File: config.mk
export PLATFORM = sky130hd
export DESIGN_NAME = led_strip_pattern_renderer_top
export DESIGN_NICKNAME = d
export VERILOG_FILES = /design/src/hw/rtl/lspr_pkg.sv /design/src/hw/rtl/lspr_frame_prep.sv /design/src/hw/rtl/lspr_pixel_seq.sv /design/src/hw/rtl/lspr_pixel_calc.sv /design/src/hw/rtl/led_strip_pattern_renderer_top.sv
export SDC_FILE = /design/constraint.sdc
export NUM_CORES = 2
export LEC_CHECK = 0
export BUFFER_PORTS_ARGS = -buffer_cell sky130_fd_sc_hd__buf_4
export CELL_PAD_IN_SITES_DETAIL_PLACEMENT = 0
export CELL_PAD_IN_SITES_GLOBAL_PLACEMENT = 1
export CORE_MARGIN = 2
export CORE_UTILIZATION = 23
export DETAILED_ROUTE_END_ITERATION = 6
export PLACE_DENSITY = 0.39
export SYNTH_ARGS = -nofsm -noshare
export SYNTH_HDL_FRONTEND = slang
export SYNTH_HIERARCHICAL = 1
export SYNTH_SLANG_ARGS = --single-unit
export TNS_END_PERCENT = 1
File: constraint.sdc
create_clock -name clk -period 6.9 [get_ports clk]
set_clock_uncertainty 0.15 [all_clocks]
set_input_delay 0.69 -clock clk [delete_from_list [all_inputs] [get_ports clk]]
set_output_delay 0.69 -clock clk [all_outputs]
set_load 0.05 [all_outputs]
File: src/hw/rtl/lspr_pkg.sv
`timescale 1ns / 1ps
// ----------------------------------------------------------------------------
// LED strip pattern renderer - shared package
// Field widths, pattern codes, wave and reciprocal constants, the structs
// passed between the frame, sequencer and pixel stages, and small helpers.
// ----------------------------------------------------------------------------
package lspr_pkg;

  // Strip size and field widths
  localparam int LED_COUNT = 16;
  localparam int PIX_W     = 6;
  localparam int COL_W     = 8;
  localparam int PAT_W     = 3;
  localparam int FRAME_W   = 32;
  localparam int HUE_W     = 9;

  // Pattern codes; every code from rainbow upwards is rainbow
  localparam logic [PAT_W-1:0] PAT_SOLID   = 3'd0;
  localparam logic [PAT_W-1:0] PAT_BREATH  = 3'd1;
  localparam logic [PAT_W-1:0] PAT_CHASE   = 3'd2;
  localparam logic [PAT_W-1:0] PAT_PULSE   = 3'd3;
  localparam logic [PAT_W-1:0] PAT_RAINBOW = 3'd4;

  localparam logic [COL_W-1:0] BRIGHT_RESET = 8'd128;

  // Triangle waves: breath period 80 (16 x 5), pulse period 28 (4 x 7)
  localparam int BREATH_HALF  = 40;
  localparam int BREATH_FLOOR = 24;
  localparam int PULSE_HALF   = 14;
  localparam int PULSE_FLOOR  = 16;

  // Hue circle
  localparam int HUE_FULL   = 360;
  localparam int HUE_SECTOR = 60;
  localparam int SHIFT_MOD  = 45;

  // Reciprocals for division by constants
  localparam int MOD5_M      = ((1 << 10) + 4) / 5;
  localparam int MOD7_M      = ((1 << 10) + 6) / 7;
  localparam int MOD45_M     = (1 << 16) / SHIFT_MOD;
  localparam int WAVE_DIV5_M = ((1 << 14) + 4) / 5;
  localparam int WAVE_DIV7_M = ((1 << 14) + 6) / 7;
  localparam int DIV10_M     = 205;

  // frame mod LED_COUNT: fold 32 -> 22 -> 17 bits, then exact reciprocal
  localparam int LED_K1 = 65536 % LED_COUNT;
  localparam int LED_K2 = 4096 % LED_COUNT;
  localparam int LED_M  = ((1 << 23) + LED_COUNT - 1) / LED_COUNT;

  localparam logic [PIX_W-1:0] LAST_IDX = PIX_W'(LED_COUNT - 1);

  // Hue sector, named after the colour at its start
  typedef enum logic [2:0] {
    SEC_RED,
    SEC_YELLOW,
    SEC_GREEN,
    SEC_CYAN,
    SEC_BLUE,
    SEC_MAGENTA
  } hue_sector_t;

  // Per-frame values handed from the frame stages to the sequencer
  typedef struct packed {
    logic [PAT_W-1:0] pattern;
    logic [COL_W-1:0] red;
    logic [COL_W-1:0] green;
    logic [COL_W-1:0] blue;
    logic [COL_W-1:0] level;
    logic [PIX_W-1:0] active;
    logic [HUE_W-1:0] shift;
  } frame_ctx_t;

  // One LED job issued by the sequencer
  typedef struct packed {
    frame_ctx_t       ctx;
    logic [PIX_W-1:0] idx;
    logic             last;
  } pix_item_t;

  // One finished LED
  typedef struct packed {
    logic [PIX_W-1:0] idx;
    logic [COL_W-1:0] red;
    logic [COL_W-1:0] green;
    logic [COL_W-1:0] blue;
    logic             last;
  } pix_out_t;

  // Hue offset of an LED around the strip
  function automatic logic [HUE_W-1:0] hue_offset(input logic [PIX_W-1:0] idx);
    return HUE_W'((int'(idx) * HUE_FULL) / LED_COUNT);
  endfunction

  // x / 255 rounded down, valid for x up to 255 * 255
  function automatic logic [COL_W-1:0] div255(input logic [15:0] x);
    logic [16:0] s;
    s = 17'(x) + 17'(x[15:8]) + 17'd1;
    return s[15:8];
  endfunction

endpackage

File: src/hw/rtl/lspr_frame_prep.sv
`timescale 1ns / 1ps
// ----------------------------------------------------------------------------
// LED strip pattern renderer - frame stages
// Seven register stages that turn one frame request into the per-frame
// values: wave level, chase position and rainbow hue shift.
// ----------------------------------------------------------------------------
module lspr_frame_prep import lspr_pkg::*; (
  input  logic               clk,
  input  logic               rst,
  input  logic               req_valid,
  output logic               req_stall,
  input  logic [PAT_W-1:0]   pattern,
  input  logic [COL_W-1:0]   base_red,
  input  logic [COL_W-1:0]   base_green,
  input  logic [COL_W-1:0]   base_blue,
  input  logic [FRAME_W-1:0] frame_number,
  input  logic [COL_W-1:0]   brightness,
  output logic               ctx_valid,
  input  logic               ctx_stall,
  output frame_ctx_t         ctx
);

  localparam int NST = 7;

  typedef struct packed {
    logic [PAT_W-1:0] pattern;
    logic [COL_W-1:0] red;
    logic [COL_W-1:0] green;
    logic [COL_W-1:0] blue;
  } req_t;

  logic [NST-1:0] vld;
  logic [NST-1:0] move;
  req_t           req [NST-1];

  // Stage 0 registers
  logic [6:0]  s0_d5;
  logic [6:0]  s0_d7;
  logic [13:0] s0_d45;
  logic [21:0] s0_dl;
  logic [3:0]  s0_lo4;
  // Stage 1 registers
  logic [6:0]  s1_d5;
  logic [6:0]  s1_d7;
  logic [4:0]  s1_q5;
  logic [3:0]  s1_q7;
  logic [12:0] s1_d45;
  logic [16:0] s1_dl;
  logic [3:0]  s1_lo4;
  // Stage 2 registers
  logic [2:0]  s2_r5;
  logic [2:0]  s2_r7;
  logic [6:0]  s2_q45;
  logic [12:0] s2_d45;
  logic [16:0] s2_ql;
  logic [16:0] s2_dl;
  logic [3:0]  s2_lo4;
  // Stage 3 registers
  logic [6:0]  s3_ph80;
  logic [4:0]  s3_ph28;
  logic [6:0]  s3_r45;
  logic [PIX_W-1:0] s3_active;
  // Stage 4 registers
  logic [HUE_W-1:0] s4_shift;
  logic [PIX_W-1:0] s4_active;
  logic             s4_rising;
  logic             s4_pulse;
  logic [13:0]      s4_prod;
  // Stage 5 registers
  logic [HUE_W-1:0] s5_shift;
  logic [PIX_W-1:0] s5_active;
  logic             s5_rising;
  logic             s5_pulse;
  logic [COL_W-1:0] s5_wq;
  // Stage 6 registers
  frame_ctx_t       s6_ctx;

  // Combinational stage values
  logic [6:0]  c0_d5;
  logic [6:0]  c0_d7;
  logic [13:0] c0_d45;
  logic [21:0] c0_dl;
  logic [14:0] c1_p5;
  logic [14:0] c1_p7;
  logic [12:0] c1_d45;
  logic [16:0] c1_dl;
  logic [6:0]  c2_t5;
  logic [6:0]  c2_t7;
  logic [23:0] c2_p45;
  logic [40:0] c2_pl;
  logic [12:0] c3_t45;
  logic [16:0] c3_tl;
  logic [6:0]  c4_r45;
  logic        c4_pulse;
  logic [6:0]  c4_ph;
  logic [6:0]  c4_half;
  logic [6:0]  c4_dist;
  logic        c4_rising;
  logic [COL_W-1:0] c4_floor;
  logic [COL_W-1:0] c4_span;
  logic [12:0] c5_op;
  logic [11:0] c5_m;
  logic [24:0] c5_pq;
  logic [COL_W-1:0] c6_floor;
  logic        c6_wave;
  logic [COL_W-1:0] c6_level;

  // Stage enables: a stage loads when empty or when the next one moves
  always_comb begin
    move[NST-1] = !vld[NST-1] || !ctx_stall;
    for (int k = NST - 2; k >= 0; k--) begin
      move[k] = !vld[k] || move[k+1];
    end
  end

  assign req_stall = !move[0];
  assign ctx_valid = vld[NST-1];
  assign ctx       = s6_ctx;

  // Advance valid bits
  always_ff @(posedge clk) begin
    if (rst) begin
      vld <= '0;
    end else begin
      if (move[0]) begin
        vld[0] <= req_valid;
      end
      for (int k = 1; k < NST; k++) begin
        if (move[k]) begin
          vld[k] <= vld[k-1];
        end
      end
    end
  end

  // Carry the request fields down the stages
  always_ff @(posedge clk) begin
    if (move[0]) begin
      req[0] <= '{pattern: pattern, red: base_red, green: base_green, blue: base_blue};
    end
    for (int k = 1; k < NST - 1; k++) begin
      if (move[k]) begin
        req[k] <= req[k-1];
      end
    end
  end

  // Stage 0: fold the frame number into small residue sums
  // 16 = 1 mod 5, 8 = 1 mod 7, 4096 = 1 mod 45
  always_comb begin
    c0_d5 = '0;
    for (int j = 0; j < 7; j++) begin
      c0_d5 = c0_d5 + 7'(frame_number[4 + 4*j +: 4]);
    end
    c0_d7 = '0;
    for (int j = 0; j < 10; j++) begin
      c0_d7 = c0_d7 + 7'(frame_number[2 + 3*j +: 3]);
    end
    c0_d45 = 14'(frame_number[11:0]) + 14'(frame_number[23:12])
           + 14'(frame_number[28:24]);
    c0_dl  = 22'(frame_number[31:16]) * 22'(LED_K1) + 22'(frame_number[15:0]);
  end

  always_ff @(posedge clk) begin
    if (move[0]) begin
      s0_d5  <= c0_d5;
      s0_d7  <= c0_d7;
      s0_d45 <= c0_d45;
      s0_dl  <= c0_dl;
      s0_lo4 <= frame_number[3:0];
    end
  end

  // Stage 1: quotients of the small sums, second fold
  always_comb begin
    c1_p5  = 15'(s0_d5) * 15'(MOD5_M);
    c1_p7  = 15'(s0_d7) * 15'(MOD7_M);
    c1_d45 = 13'(s0_d45[11:0]) + 13'(s0_d45[13:12]);
    c1_dl  = 17'(s0_dl[21:12]) * 17'(LED_K2) + 17'(s0_dl[11:0]);
  end

  always_ff @(posedge clk) begin
    if (move[1]) begin
      s1_d5  <= s0_d5;
      s1_d7  <= s0_d7;
      s1_q5  <= c1_p5[14:10];
      s1_q7  <= c1_p7[13:10];
      s1_d45 <= c1_d45;
      s1_dl  <= c1_dl;
      s1_lo4 <= s0_lo4;
    end
  end

  // Stage 2: residues mod 5 and 7, reciprocal products for 45 and LED_COUNT
  always_comb begin
    c2_t5  = s1_d5 - 7'(s1_q5) * 7'd5;
    c2_t7  = s1_d7 - 7'(s1_q7) * 7'd7;
    c2_p45 = 24'(s1_d45) * 24'(MOD45_M);
    c2_pl  = 41'(s1_dl) * 41'(LED_M);
  end

  always_ff @(posedge clk) begin
    if (move[2]) begin
      s2_r5  <= c2_t5[2:0];
      s2_r7  <= c2_t7[2:0];
      s2_q45 <= c2_p45[22:16];
      s2_d45 <= s1_d45;
      s2_ql  <= c2_pl[39:23];
      s2_dl  <= s1_dl;
      s2_lo4 <= s1_lo4;
    end
  end

  // Stage 3: wave phases, partial hue shift residue, chase position
  always_comb begin
    c3_t45 = s2_d45 - 13'(s2_q45) * 13'(SHIFT_MOD);
    c3_tl  = s2_dl - 17'(s2_ql) * 17'(LED_COUNT);
  end

  always_ff @(posedge clk) begin
    if (move[3]) begin
      s3_ph80   <= {s2_r5, s2_lo4};
      s3_ph28   <= {s2_r7, s2_lo4[1:0]};
      s3_r45    <= c3_t45[6:0];
      s3_active <= c3_tl[PIX_W-1:0];
    end
  end

  // Stage 4: hue shift, wave distance times span
  always_comb begin
    c4_r45    = (s3_r45 >= 7'(SHIFT_MOD)) ? s3_r45 - 7'(SHIFT_MOD) : s3_r45;
    c4_pulse  = (req[3].pattern == PAT_PULSE);
    c4_ph     = c4_pulse ? 7'(s3_ph28) : s3_ph80;
    c4_half   = c4_pulse ? 7'(PULSE_HALF) : 7'(BREATH_HALF);
    c4_rising = (c4_ph <= c4_half);
    c4_dist   = c4_rising ? c4_ph : c4_ph - c4_half;
    c4_floor  = c4_pulse ? COL_W'(PULSE_FLOOR) : COL_W'(BREATH_FLOOR);
    c4_span   = brightness - c4_floor;
  end

  always_ff @(posedge clk) begin
    if (move[4]) begin
      s4_shift  <= {c4_r45[5:0], 3'b000};
      s4_active <= s3_active;
      s4_rising <= c4_rising;
      s4_pulse  <= c4_pulse;
      s4_prod   <= 14'(c4_span) * 14'(c4_dist[5:0]);
    end
  end

  // Stage 5: divide by the half period (14 = 2 x 7, 40 = 8 x 5)
  always_comb begin
    c5_op = s4_pulse ? s4_prod[13:1] : 13'(s4_prod[13:3]);
    c5_m  = s4_pulse ? 12'(WAVE_DIV7_M) : 12'(WAVE_DIV5_M);
    c5_pq = 25'(c5_op) * 25'(c5_m);
  end

  always_ff @(posedge clk) begin
    if (move[5]) begin
      s5_shift  <= s4_shift;
      s5_active <= s4_active;
      s5_rising <= s4_rising;
      s5_pulse  <= s4_pulse;
      s5_wq     <= c5_pq[21:14];
    end
  end

  // Stage 6: wave level; brightness if not a wave or the floor reaches it
  always_comb begin
    c6_floor = s5_pulse ? COL_W'(PULSE_FLOOR) : COL_W'(BREATH_FLOOR);
    c6_wave  = (req[5].pattern == PAT_BREATH) || (req[5].pattern == PAT_PULSE);
    if (c6_wave && (brightness > c6_floor)) begin
      c6_level = s5_rising ? c6_floor + s5_wq : brightness - s5_wq;
    end else begin
      c6_level = brightness;
    end
  end

  always_ff @(posedge clk) begin
    if (move[6]) begin
      s6_ctx <= '{pattern: req[5].pattern, red: req[5].red, green: req[5].green,
                  blue: req[5].blue, level: c6_level, active: s5_active,
                  shift: s5_shift};
    end
  end

endmodule

File: src/hw/rtl/lspr_pixel_seq.sv
`timescale 1ns / 1ps
// ----------------------------------------------------------------------------
// LED strip pattern renderer - pixel sequencer
// Holds one frame's values and issues one LED job per cycle, LED 0 first,
// unless stalled; takes the next frame in the cycle that issues the last LED.
// ----------------------------------------------------------------------------
module lspr_pixel_seq import lspr_pkg::*; (
  input  logic       clk,
  input  logic       rst,
  input  logic       ctx_valid,
  output logic       ctx_stall,
  input  frame_ctx_t ctx,
  output logic       item_valid,
  input  logic       item_stall,
  output pix_item_t  item
);

  logic             busy;
  logic [PIX_W-1:0] cnt;
  frame_ctx_t       held;
  logic             issue;
  logic             last;
  logic             take;

  always_comb begin
    issue     = busy && !item_stall;
    last      = (cnt == LAST_IDX);
    take      = ctx_valid && (!busy || (issue && last));
    ctx_stall = busy && !(issue && last);
  end

  // Advance the LED counter, reload on a new frame
  always_ff @(posedge clk) begin
    if (rst) begin
      busy <= 1'b0;
      cnt  <= '0;
    end else if (take) begin
      busy <= 1'b1;
      cnt  <= '0;
    end else if (issue) begin
      busy <= !last;
      cnt  <= cnt + 1'b1;
    end
  end

  // Hold the frame values while its LEDs go out
  always_ff @(posedge clk) begin
    if (take) begin
      held <= ctx;
    end
  end

  assign item_valid = busy;
  assign item       = '{ctx: held, idx: cnt, last: last};

endmodule

File: src/hw/rtl/lspr_pixel_calc.sv
`timescale 1ns / 1ps
// ----------------------------------------------------------------------------
// LED strip pattern renderer - pixel stages
// Four register stages per LED: hue and level, hue sector, products,
// scale by 1/255 into the output register.
// ----------------------------------------------------------------------------
module lspr_pixel_calc import lspr_pkg::*; (
  input  logic             clk,
  input  logic             rst,
  input  logic             item_valid,
  output logic             item_stall,
  input  pix_item_t        item,
  input  logic [COL_W-1:0] brightness,
  output logic             pix_valid,
  input  logic             pix_stall,
  output pix_out_t         pix
);

  localparam int NST = 4;

  logic [NST-1:0] vld;
  logic [NST-1:0] move;

  // Stage 0
  logic             p0_rainbow;
  logic [HUE_W-1:0] p0_hue;
  logic [COL_W-1:0] p0_lv;
  logic [COL_W-1:0] p0_red, p0_green, p0_blue;
  logic [PIX_W-1:0] p0_idx;
  logic             p0_last;
  // Stage 1
  logic             p1_rainbow;
  hue_sector_t      p1_sec;
  logic [COL_W-1:0] p1_rem;
  logic [COL_W-1:0] p1_lv;
  logic [COL_W-1:0] p1_red, p1_green, p1_blue;
  logic [PIX_W-1:0] p1_idx;
  logic             p1_last;
  // Stage 2
  logic             p2_rainbow;
  hue_sector_t      p2_sec;
  logic [15:0]      p2_m0, p2_m1, p2_m2;
  logic [PIX_W-1:0] p2_idx;
  logic             p2_last;
  // Stage 3: output register
  pix_out_t         p3;

  // Combinational
  logic [HUE_W:0]   c0_sum;
  logic [15:0]      c0_b10;
  logic [COL_W-1:0] c0_lv;
  hue_sector_t      c1_sec;
  logic [HUE_W-1:0] c1_hm;
  logic [9:0]       c1_rp;
  logic [COL_W-1:0] c2_a0, c2_b0, c2_a1, c2_b1;
  logic [COL_W-1:0] c3_d0, c3_d1, c3_d2;
  logic [COL_W-1:0] c3_r, c3_g, c3_b;

  // Stage enables
  always_comb begin
    move[NST-1] = !vld[NST-1] || !pix_stall;
    for (int k = NST - 2; k >= 0; k--) begin
      move[k] = !vld[k] || move[k+1];
    end
  end

  assign item_stall = !move[0];
  assign pix_valid  = vld[NST-1];
  assign pix        = p3;

  // Advance valid bits
  always_ff @(posedge clk) begin
    if (rst) begin
      vld <= '0;
    end else begin
      if (move[0]) begin
        vld[0] <= item_valid;
      end
      for (int k = 1; k < NST; k++) begin
        if (move[k]) begin
          vld[k] <= vld[k-1];
        end
      end
    end
  end

  // Stage 0: LED hue, LED level
  always_comb begin
    c0_sum = (HUE_W+1)'(item.ctx.shift) + (HUE_W+1)'(hue_offset(item.idx));
    c0_b10 = 16'(brightness) * 16'(DIV10_M);
    if (item.ctx.pattern == PAT_CHASE) begin
      c0_lv = (item.idx == item.ctx.active) ? brightness : COL_W'(c0_b10[15:11]);
    end else begin
      c0_lv = item.ctx.level;
    end
  end

  always_ff @(posedge clk) begin
    if (move[0]) begin
      p0_rainbow <= (item.ctx.pattern >= PAT_RAINBOW);
      p0_hue     <= (c0_sum >= (HUE_W+1)'(HUE_FULL)) ?
                    HUE_W'(c0_sum - (HUE_W+1)'(HUE_FULL)) : HUE_W'(c0_sum);
      p0_lv      <= c0_lv;
      p0_red     <= item.ctx.red;
      p0_green   <= item.ctx.green;
      p0_blue    <= item.ctx.blue;
      p0_idx     <= item.idx;
      p0_last    <= item.last;
    end
  end

  // Stage 1: hue sector and position within it (255/60 = 17/4)
  always_comb begin
    priority if (p0_hue < HUE_W'(HUE_SECTOR)) begin
      c1_sec = SEC_RED;
      c1_hm  = p0_hue;
    end else if (p0_hue < HUE_W'(2 * HUE_SECTOR)) begin
      c1_sec = SEC_YELLOW;
      c1_hm  = p0_hue - HUE_W'(HUE_SECTOR);
    end else if (p0_hue < HUE_W'(3 * HUE_SECTOR)) begin
      c1_sec = SEC_GREEN;
      c1_hm  = p0_hue - HUE_W'(2 * HUE_SECTOR);
    end else if (p0_hue < HUE_W'(4 * HUE_SECTOR)) begin
      c1_sec = SEC_CYAN;
      c1_hm  = p0_hue - HUE_W'(3 * HUE_SECTOR);
    end else if (p0_hue < HUE_W'(5 * HUE_SECTOR)) begin
      c1_sec = SEC_BLUE;
      c1_hm  = p0_hue - HUE_W'(4 * HUE_SECTOR);
    end else begin
      c1_sec = SEC_MAGENTA;
      c1_hm  = p0_hue - HUE_W'(5 * HUE_SECTOR);
    end
    c1_rp = 10'(c1_hm[5:0]) * 10'd17;
  end

  always_ff @(posedge clk) begin
    if (move[1]) begin
      p1_rainbow <= p0_rainbow;
      p1_sec     <= c1_sec;
      p1_rem     <= c1_rp[9:2];
      p1_lv      <= p0_lv;
      p1_red     <= p0_red;
      p1_green   <= p0_green;
      p1_blue    <= p0_blue;
      p1_idx     <= p0_idx;
      p1_last    <= p0_last;
    end
  end

  // Stage 2: colour times level, or value times falling and rising ramps
  always_comb begin
    c2_a0 = p1_rainbow ? brightness : p1_red;
    c2_b0 = p1_rainbow ? 8'd255 - p1_rem : p1_lv;
    c2_a1 = p1_rainbow ? brightness : p1_green;
    c2_b1 = p1_rainbow ? p1_rem : p1_lv;
  end

  always_ff @(posedge clk) begin
    if (move[2]) begin
      p2_rainbow <= p1_rainbow;
      p2_sec     <= p1_sec;
      p2_m0      <= 16'(c2_a0) * 16'(c2_b0);
      p2_m1      <= 16'(c2_a1) * 16'(c2_b1);
      p2_m2      <= 16'(p1_blue) * 16'(p1_lv);
      p2_idx     <= p1_idx;
      p2_last    <= p1_last;
    end
  end

  // Stage 3: scale down and place the ramps by sector
  always_comb begin
    c3_d0 = div255(p2_m0);
    c3_d1 = div255(p2_m1);
    c3_d2 = div255(p2_m2);
    if (p2_rainbow) begin
      unique case (p2_sec)
        SEC_RED:    begin c3_r = brightness; c3_g = c3_d1;      c3_b = '0;         end
        SEC_YELLOW: begin c3_r = c3_d0;      c3_g = brightness; c3_b = '0;         end
        SEC_GREEN:  begin c3_r = '0;         c3_g = brightness; c3_b = c3_d1;      end
        SEC_CYAN:   begin c3_r = '0;         c3_g = c3_d0;      c3_b = brightness; end
        SEC_BLUE:   begin c3_r = c3_d1;      c3_g = '0;         c3_b = brightness; end
        default:    begin c3_r = brightness; c3_g = '0;         c3_b = c3_d0;      end
      endcase
    end else begin
      c3_r = c3_d0;
      c3_g = c3_d1;
      c3_b = c3_d2;
    end
  end

  always_ff @(posedge clk) begin
    if (move[3]) begin
      p3 <= '{idx: p2_idx, red: c3_r, green: c3_g, blue: c3_b, last: p2_last};
    end
  end

endmodule

File: src/hw/rtl/led_strip_pattern_renderer_top.sv
`timescale 1ns / 1ps
// ----------------------------------------------------------------------------
// LED strip pattern renderer - top level
// One frame request in, LED_COUNT coloured LEDs out, the last one marked.
// ----------------------------------------------------------------------------
// Each accepted frame request yields LED_COUNT results, LED 0 first, one per
// cycle while pix_stall is low, and requests may follow one another without
// gaps; the pace is set by the pixel sequencer, which issues one LED per
// cycle unless stalled. The first LED of a request passes the 7 frame
// stages, the sequencer and 3 pixel stages before it reaches the output
// register. Brightness is written through cfg_write and cfg_data and
// resets to 128; write it only while no frame is in flight.
module led_strip_pattern_renderer_top import lspr_pkg::*; (
  input  logic               clk,
  input  logic               rst,
  input  logic               cfg_write,
  input  logic [COL_W-1:0]   cfg_data,
  input  logic               req_valid,
  output logic               req_stall,
  input  logic [PAT_W-1:0]   pattern,
  input  logic [COL_W-1:0]   base_red,
  input  logic [COL_W-1:0]   base_green,
  input  logic [COL_W-1:0]   base_blue,
  input  logic [FRAME_W-1:0] frame_number,
  output logic               pix_valid,
  input  logic               pix_stall,
  output logic [PIX_W-1:0]   pixel_index,
  output logic [COL_W-1:0]   out_red,
  output logic [COL_W-1:0]   out_green,
  output logic [COL_W-1:0]   out_blue,
  output logic               last_pixel
);

  logic [COL_W-1:0] brightness;
  logic             ctx_valid;
  logic             ctx_stall;
  frame_ctx_t       ctx;
  logic             item_valid;
  logic             item_stall;
  pix_item_t        item;
  pix_out_t         pix;

  // Brightness register
  always_ff @(posedge clk) begin
    if (rst) begin
      brightness <= BRIGHT_RESET;
    end else if (cfg_write) begin
      brightness <= cfg_data;
    end
  end

  lspr_frame_prep u_frame (
    .clk          (clk),
    .rst          (rst),
    .req_valid    (req_valid),
    .req_stall    (req_stall),
    .pattern      (pattern),
    .base_red     (base_red),
    .base_green   (base_green),
    .base_blue    (base_blue),
    .frame_number (frame_number),
    .brightness   (brightness),
    .ctx_valid    (ctx_valid),
    .ctx_stall    (ctx_stall),
    .ctx          (ctx)
  );

  lspr_pixel_seq u_seq (
    .clk        (clk),
    .rst        (rst),
    .ctx_valid  (ctx_valid),
    .ctx_stall  (ctx_stall),
    .ctx        (ctx),
    .item_valid (item_valid),
    .item_stall (item_stall),
    .item       (item)
  );

  lspr_pixel_calc u_calc (
    .clk        (clk),
    .rst        (rst),
    .item_valid (item_valid),
    .item_stall (item_stall),
    .item       (item),
    .brightness (brightness),
    .pix_valid  (pix_valid),
    .pix_stall  (pix_stall),
    .pix        (pix)
  );

  // Unpack the output register onto the result ports
  assign pixel_index = pix.idx;
  assign out_red     = pix.red;
  assign out_green   = pix.green;
  assign out_blue    = pix.blue;
  assign last_pixel  = pix.last;

endmodule

# Yosys cells after proc, flatten, opt, wreduce, memory -nomap -nowiden
# Memory sizes are Yosys's and may differ from the RTL's.
# Cells that the tools add are included.
[totals] memories=1 output_inout_bits=33 reg_bits=493 ramBits=162
[op_classes] add_sub_neg=43 muxes=46 reduce_logical=44 mul=14 bitwise_logic=1 order_cmp=10 eq_ne=10
[memory_table] memory="u_frame.req" words=6 width=27 read_ports=6 rd_ports_with_merged_regs=0 write_ports=6 line="lspr_frame_prep.sv:34" source="req_t req [NST-1];"
[ops] operator="$mux W8" count=11
[ops] operator="$pmux W8 S3" count=3
[ops] operator="$add A7 B3 Y7" count=7
[ops] operator="$add A16 B1 Y16 const B" count=3
[ops] operator="$add A16 B8 Y16" count=3
[ops] operator="$mul A8 B8 Y16" count=3
[ops] operator="$mux W6" count=8
[ops] operator="$sub A6 B6 Y6 const B" count=6
[ops] operator="$add A7 B4 Y7" count=5
[ops] operator="$mul A13 B12 Y22" count=1
[ops] operator="$mul A13 B7 Y19 const B" count=1
[ops] operator="$lt A9 B8 Y1 const B" count=2
[ops] operator="$logic_not A1 Y1" count=17
[ops] operator="$mul A8 B8 Y16 const B" count=1
[ops] operator="$mux W1" count=16
[ops] operator="$sub A8 B8 Y8" count=2
[ops] operator="$eq A3 B2 Y1 const B" count=5
[ops] operator="$mul A7 B8 Y15 const B" count=1
[ops] operator="$add A14 B5 Y14" count=1
[ops] operator="$mul A7 B8 Y14 const B" count=1
[ops] operator="$mul A8 B6 Y14" count=1
[ops] operator="$add A12 B12 Y13" count=1
[ops] operator="$add A12 B2 Y13" count=1
[ops] operator="$logic_or A1 B1 Y1" count=13
[ops] operator="41 further kinds" count=55

# Logic depth before layout (Yosys ltp)
[logic_depth] word_depth=19 ltp_mapped=25 depth_no_buf=24

# Cells and area by module
# The synthesis kept the hierarchy.
[modules_own_cells] module="lspr_frame_prep" area_per_inst_um2=22525.4 n_inst=1 cells_per_inst=1714
[modules_own_cells] module="lspr_pixel_calc" area_per_inst_um2=16589.7 n_inst=1 cells_per_inst=1598
[modules_own_cells] module="lspr_pixel_seq" area_per_inst_um2=1880.6 n_inst=1 cells_per_inst=92
[modules_own_cells] module="led_strip_pattern_renderer_top" area_per_inst_um2=290.3 n_inst=1 cells_per_inst=26

# Worst setup path before layout
# OpenSTA, ideal clock, no wires.
[synth_timing] kind="register to output" start="register u_calc.vld[3]" end="output req_stall" n_path_buf=0 setup_slack_ns=-0.408 arrival_time_ns=6.468 stages_incl_launch_ff=11 cell_sequence="dfxtp_1 -> and3_1 -> nand3_1 -> inv_1 -> o31ai_2 -> inv_1 -> and3_1 -> inv_1 -> nor2_1 -> nand3_1 -> inv_1"
[synth_via] elab_chain_cells=18
[synth_rtl] element="start, declared" line="lspr_pixel_calc.sv:21" source="logic [NST-1:0] vld;"
[synth_rtl] element="start signal, assigned by index" line="lspr_pixel_calc.sv:81" source="vld[k] <= vld[k-1];"
[synth_rtl] element="$logic_not A1 Y1" line="lspr_pixel_calc.sv:61" source="move[NST-1] = !vld[NST-1] || !pix_stall;"
[synth_rtl] element="$logic_or A1 B1 Y1" line="lspr_pixel_calc.sv:61"
[synth_rtl] element="$logic_or A1 B1 Y1 (3 in a row)" line="lspr_pixel_calc.sv:63" source="move[k] = !vld[k] || move[k+1];"
[synth_rtl] element="$logic_and A1 B1 Y1" line="lspr_pixel_seq.sv:26" source="issue = busy && !item_stall;"
[synth_rtl] element="$logic_and A1 B1 Y1" line="lspr_pixel_seq.sv:29" source="ctx_stall = busy && !(issue && last);"
[synth_rtl] element="$logic_not A1 Y1" line="lspr_pixel_seq.sv:29"
[synth_rtl] element="$logic_and A1 B1 Y1" line="lspr_pixel_seq.sv:29"
[synth_rtl] element="net ctx_stall" line="led_strip_pattern_renderer_top.sv:36" source="logic ctx_stall;"
[synth_rtl] element="$logic_not A1 Y1" line="lspr_frame_prep.sv:110" source="move[NST-1] = !vld[NST-1] || !ctx_stall;"
[synth_rtl] element="$logic_or A1 B1 Y1" line="lspr_frame_prep.sv:110"
[synth_rtl] element="$logic_or A1 B1 Y1" line="lspr_frame_prep.sv:112" source="move[k] = !vld[k] || move[k+1];"
[synth_rtl] element="net u_frame.move[5]" line="lspr_frame_prep.sv:33" source="logic [NST-1:0] move;"
[synth_rtl] element="$logic_or A1 B1 Y1 (5 in a row)" line="lspr_frame_prep.sv:112"
[synth_rtl] element="$logic_not A1 Y1" line="lspr_frame_prep.sv:116" source="assign req_stall = !move[0];"
[synth_rtl] element="end, declared" line="led_strip_pattern_renderer_top.sv:19" source="output logic req_stall,"
# The timed path passes the listed nets, and every way through them passes these cells.

==> reports/metrics.yaml <==
clocking:
  clock-sinks: 620
  h-tree-depth: 3
  clock-root-buffer: "clkbuf_16"
  cts_setup_buffers: 0
  tritoncts: "done"
  cts_buffers: 78
  clockBufferDepth: 3
  cts_resized: 0
  clkTransAtPathRegs_ns: 0.06
  holdBufCountCts: 17
  insertion_delay_ns: 0.67
finish:
  area_delta_synth_final_pct: 16.1
  nets: 4502
  drive_above_1_share_pct: 8.72
  fin_util_pct: 26.9
  num_antenna_cells: 0
yosys:
  synth.yosys.seq_area_share_pct: 44.5
  yosys_warnings: 6
  netlist.area_leader.share_pct: 43.2
  async_flop_share_pct: 0
  synth_seq_cells: 620
  syn_area_per_cell_um2: 12.0
  syn-cell-area_um2: 41300
  synth_edf_count: 594
  ys_top_cells_by_area: "edfxtp_1 (43%), ha_1 (15%), fa_1 (15%)"
  synth_ff_type: "edfxtp_1"
  yosysTopAreaCell: "edfxtp_1"
  syn_inst: 3430
  yosysUniqueCellTypes: 95
sta:
  drv_slew: 0
  maxSlewHeadroom_pct: 45.9
  rsz0062_at_grt: "false"
  setup_ws_ns: 0.875
  hold_viol: 0
  period_share_pct: 87.3
  fmax_mhz: 166
  period_minus_slack_ns: 6.02
  worstMarginPinSlew_ns: 0.807
  finalSetupTns_ns: 0
  hold_slack_ns: 0.0833
  setup_violations: 0
worst_setup_path:
  critPathArrivalTime_ns: 6.29
  r2r_slack_ns: 0.88
  critPathKind: "flop to flop"
  crit_path_max_fanout: 13
  required_ns: 7.17
  startpoint_type: "flop"
  cp-end-kind: "flop"
status:
  outcome: "completed"
routing:
  routed-wl-met2_um: 49500
  route.detailed.drc: 0
  wl_met3_um: 2480
  routedWlPerCell_um: 16.5
  drt_iter0_markers: 955
  viasPerCell: 3.98
  ant_nets: 0
  top_layer: "met5"
  wirelength_um: 99800
  vias: 24100
  firstDrtPassIters: 7
  wl_met1_um: 45300
global_routing:
  antenna_found_initial: 3
  grt_overflow: 0
  grt_max_degree: 67
  grt_usage_pct: 11.2
  grt_pass1_wl_um: 158000
  grt_pass1_vias: 26300
die:
  io_pins: 105
  die_h_um: 428
  rows: 155
  core_um2: 178000
  initial_core_util_pct: 23.1
  dieArea_um2: 183000
  die_w_um: 428
placement:
  post-place-ws_ns: 0.854
  dp_hpwl_um: 79400
  place.gp.congestion: 0.772
  io_buffer_count: 104
pwr:
  power_leakage_nw: 21.1
  ir_worst_vdd_v: 0.000554
  power_per_cell_area_nw_per_um2: 517
job:
  maxCapViolCount: 0
worst_hold_path:
  hold_class: "input port to flop"
## worst max-delay path, cell delays in order (launching register included)
cell,delay (ns)
edfxtp_1,0.37
nand3b_4,0.27
or2_2,0.33
ha_1,0.18
a21oi_1,0.28
a211oi_2,0.13
or2_4,0.26
nand2_2,0.08
xor2_2,0.34
nor2b_1,0.12
fa_1,0.51
inv_1,0.05
fa_1,0.46
fa_1,0.54
inv_1,0.04
ha_1,0.32
a21oi_1,0.25
o21ai_1,0.14
or4_1,0.44
a31o_2,0.25
a21oi_1,0.17
xnor2_1,0.08
## logic make-up after synthesis
logic type                 after synthesis  share of synthesized area, %
AOI/OAI and AO/OA                      427                          6.95
xor gates and xnor gates               199                          4.29
adders and majority gates              789                          29.4
buffers and inverters                  641                          5.92
DFF                                    620                          44.5
muxes                                   28                         0.682
other                                    2                        0.0182
and+or+nand+nor                        724                          8.29
## final cells by class
type	instances	area [um^2]
clock inverters	48	467
inverters	597	2240
clock buffers	95	2090
flip-flops and latches	620	18400
repair buffers	161	1260
multi-input cells	2183	20600
well taps	2355	2950
fillers	18800	130000
## cell usage in the layout (no fill, tap or decap), types with 7 or more instances in the layout
cell,Yosys,final
nand2_1,230,226
o21bai_1,10,10
nor3b_1,7,7
nor2b_1,36,36
nand2b_1,38,38
xnor2_1,147,147
a31oi_1,16,16
o21ai_0,87,87
mux2i_1,27,27
or2_2,16,16
o22ai_1,7,7
o221ai_1,10,10
inv_1,596,593
nand3_1,34,31
conb_1,2,16
o21a_1,40,40
o21ai_1,17,17
a21o_1,24,24
dlygate4sd3_1,0,17
xor2_1,48,48
and2_1,48,47
fa_1,301,301
a211oi_1,10,10
nor3_1,34,34
dfxtp_1,26,26
buf_4,6,143
a21oi_1,107,107
and3_1,11,11
nand4_1,9,9
ha_1,488,488
clkinv_1,0,14
o211ai_1,18,18
clkbuf_1,34,13
or3_1,13,13
clkinv_2,0,13
nor2_1,217,217
clkinvlp_4,0,7
edfxtp_1,594,594
clkbuf_16,0,81
## final timing paths
| kind | startpoint | endpoint | cells past startpoint |
|---|---|---|---|
| setup / recovery | u_frame/req[3][26]$_DFFE_PP_ | u_frame/s4_prod[12]$_DFFE_PP_ | 21 |
| hold / removal | base_blue[2] | u_frame/req[0][2]$_DFFE_PN_ | 1 |
| setup reg to reg | u_frame/req[3][26]$_DFFE_PP_ | u_frame/s4_prod[12]$_DFFE_PP_ | 21 |
| hold reg to reg | u_calc/p0_blue[4]$_DFFE_PN_ | u_calc/p1_blue[4]$_DFFE_PP_ | 0 |
## through the flow
step | instance area (um^2) | power (mW) | cells
floorplan | 41300 | 17.4 | 3444
global placement | 45200 | 21.4 | 5899
detailed placement | 45200 | 21.2 | 5899
CTS | 47900 | 25.6 | 6059
global route | 47900 | 27.9 | 6059
finish | 47900 | 24.8 | 6059
## cells in the mapped netlist, types with 17 or more instances
cell and instances:
nor3_1 34, a21oi_1 107, xnor2_1 147, fa_1 301, nor2_1 217, nor2b_1 36, o21ai_1 17, o211ai_1 18
nand2b_1 38, inv_1 596, nand3_1 34, edfxtp_1 594, a21o_1 24, mux2i_1 27, clkbuf_1 34, xor2_1 48
dfxtp_1 26, nand2_1 230, o21a_1 40, ha_1 488, and2_1 48, o21ai_0 87
## sequential cells by signal (all words and copies together) (netlist names), 8 cells and up
register and flops:
u_calc/p0_lv 8, u_calc/p0_blue 8, u_frame/s0_d45 14, u_calc/p2_m2 16
brightness 8, u_calc/p1_rem 8, u_calc/p1_red 8, u_calc/p0_red 8
u_frame/ctx 45, u_calc/p2_m1 16, u_frame/s5_wq 8, u_calc/p1_green 8
u_calc/p2_m0 16, u_calc/p1_blue 8, u_calc/p0_hue 9, u_frame/req 162
u_calc/p1_lv 8, u_calc/p0_green 8, u_calc/pix 31, u_frame/s4_prod 13
u_seq/item 50, u_frame/s1_d45 13
## power breakdown
part | total [mW] | switching, mW | leakage (nW) | internal [mW]
Sequential | 5.82 | 0.428 | 6.54 | 5.39
Clock | 4.08 | 1.68 | 1.23 | 2.40
Combinational | 14.9 | 8.26 | 13.3 | 6.62
Total | 24.8 | 10.4 | 21.1 | 14.4
## routing by layer
metal | vias up | GRT usage (%)
met5 | - | 0
met1 | 11700 | 14.3
met2 | 277 | 19.6
li1 | 12100 | -
met3 | 122 | 1.71
met4 | 6 | 3.01
Power figures use the tool's default switching activity.
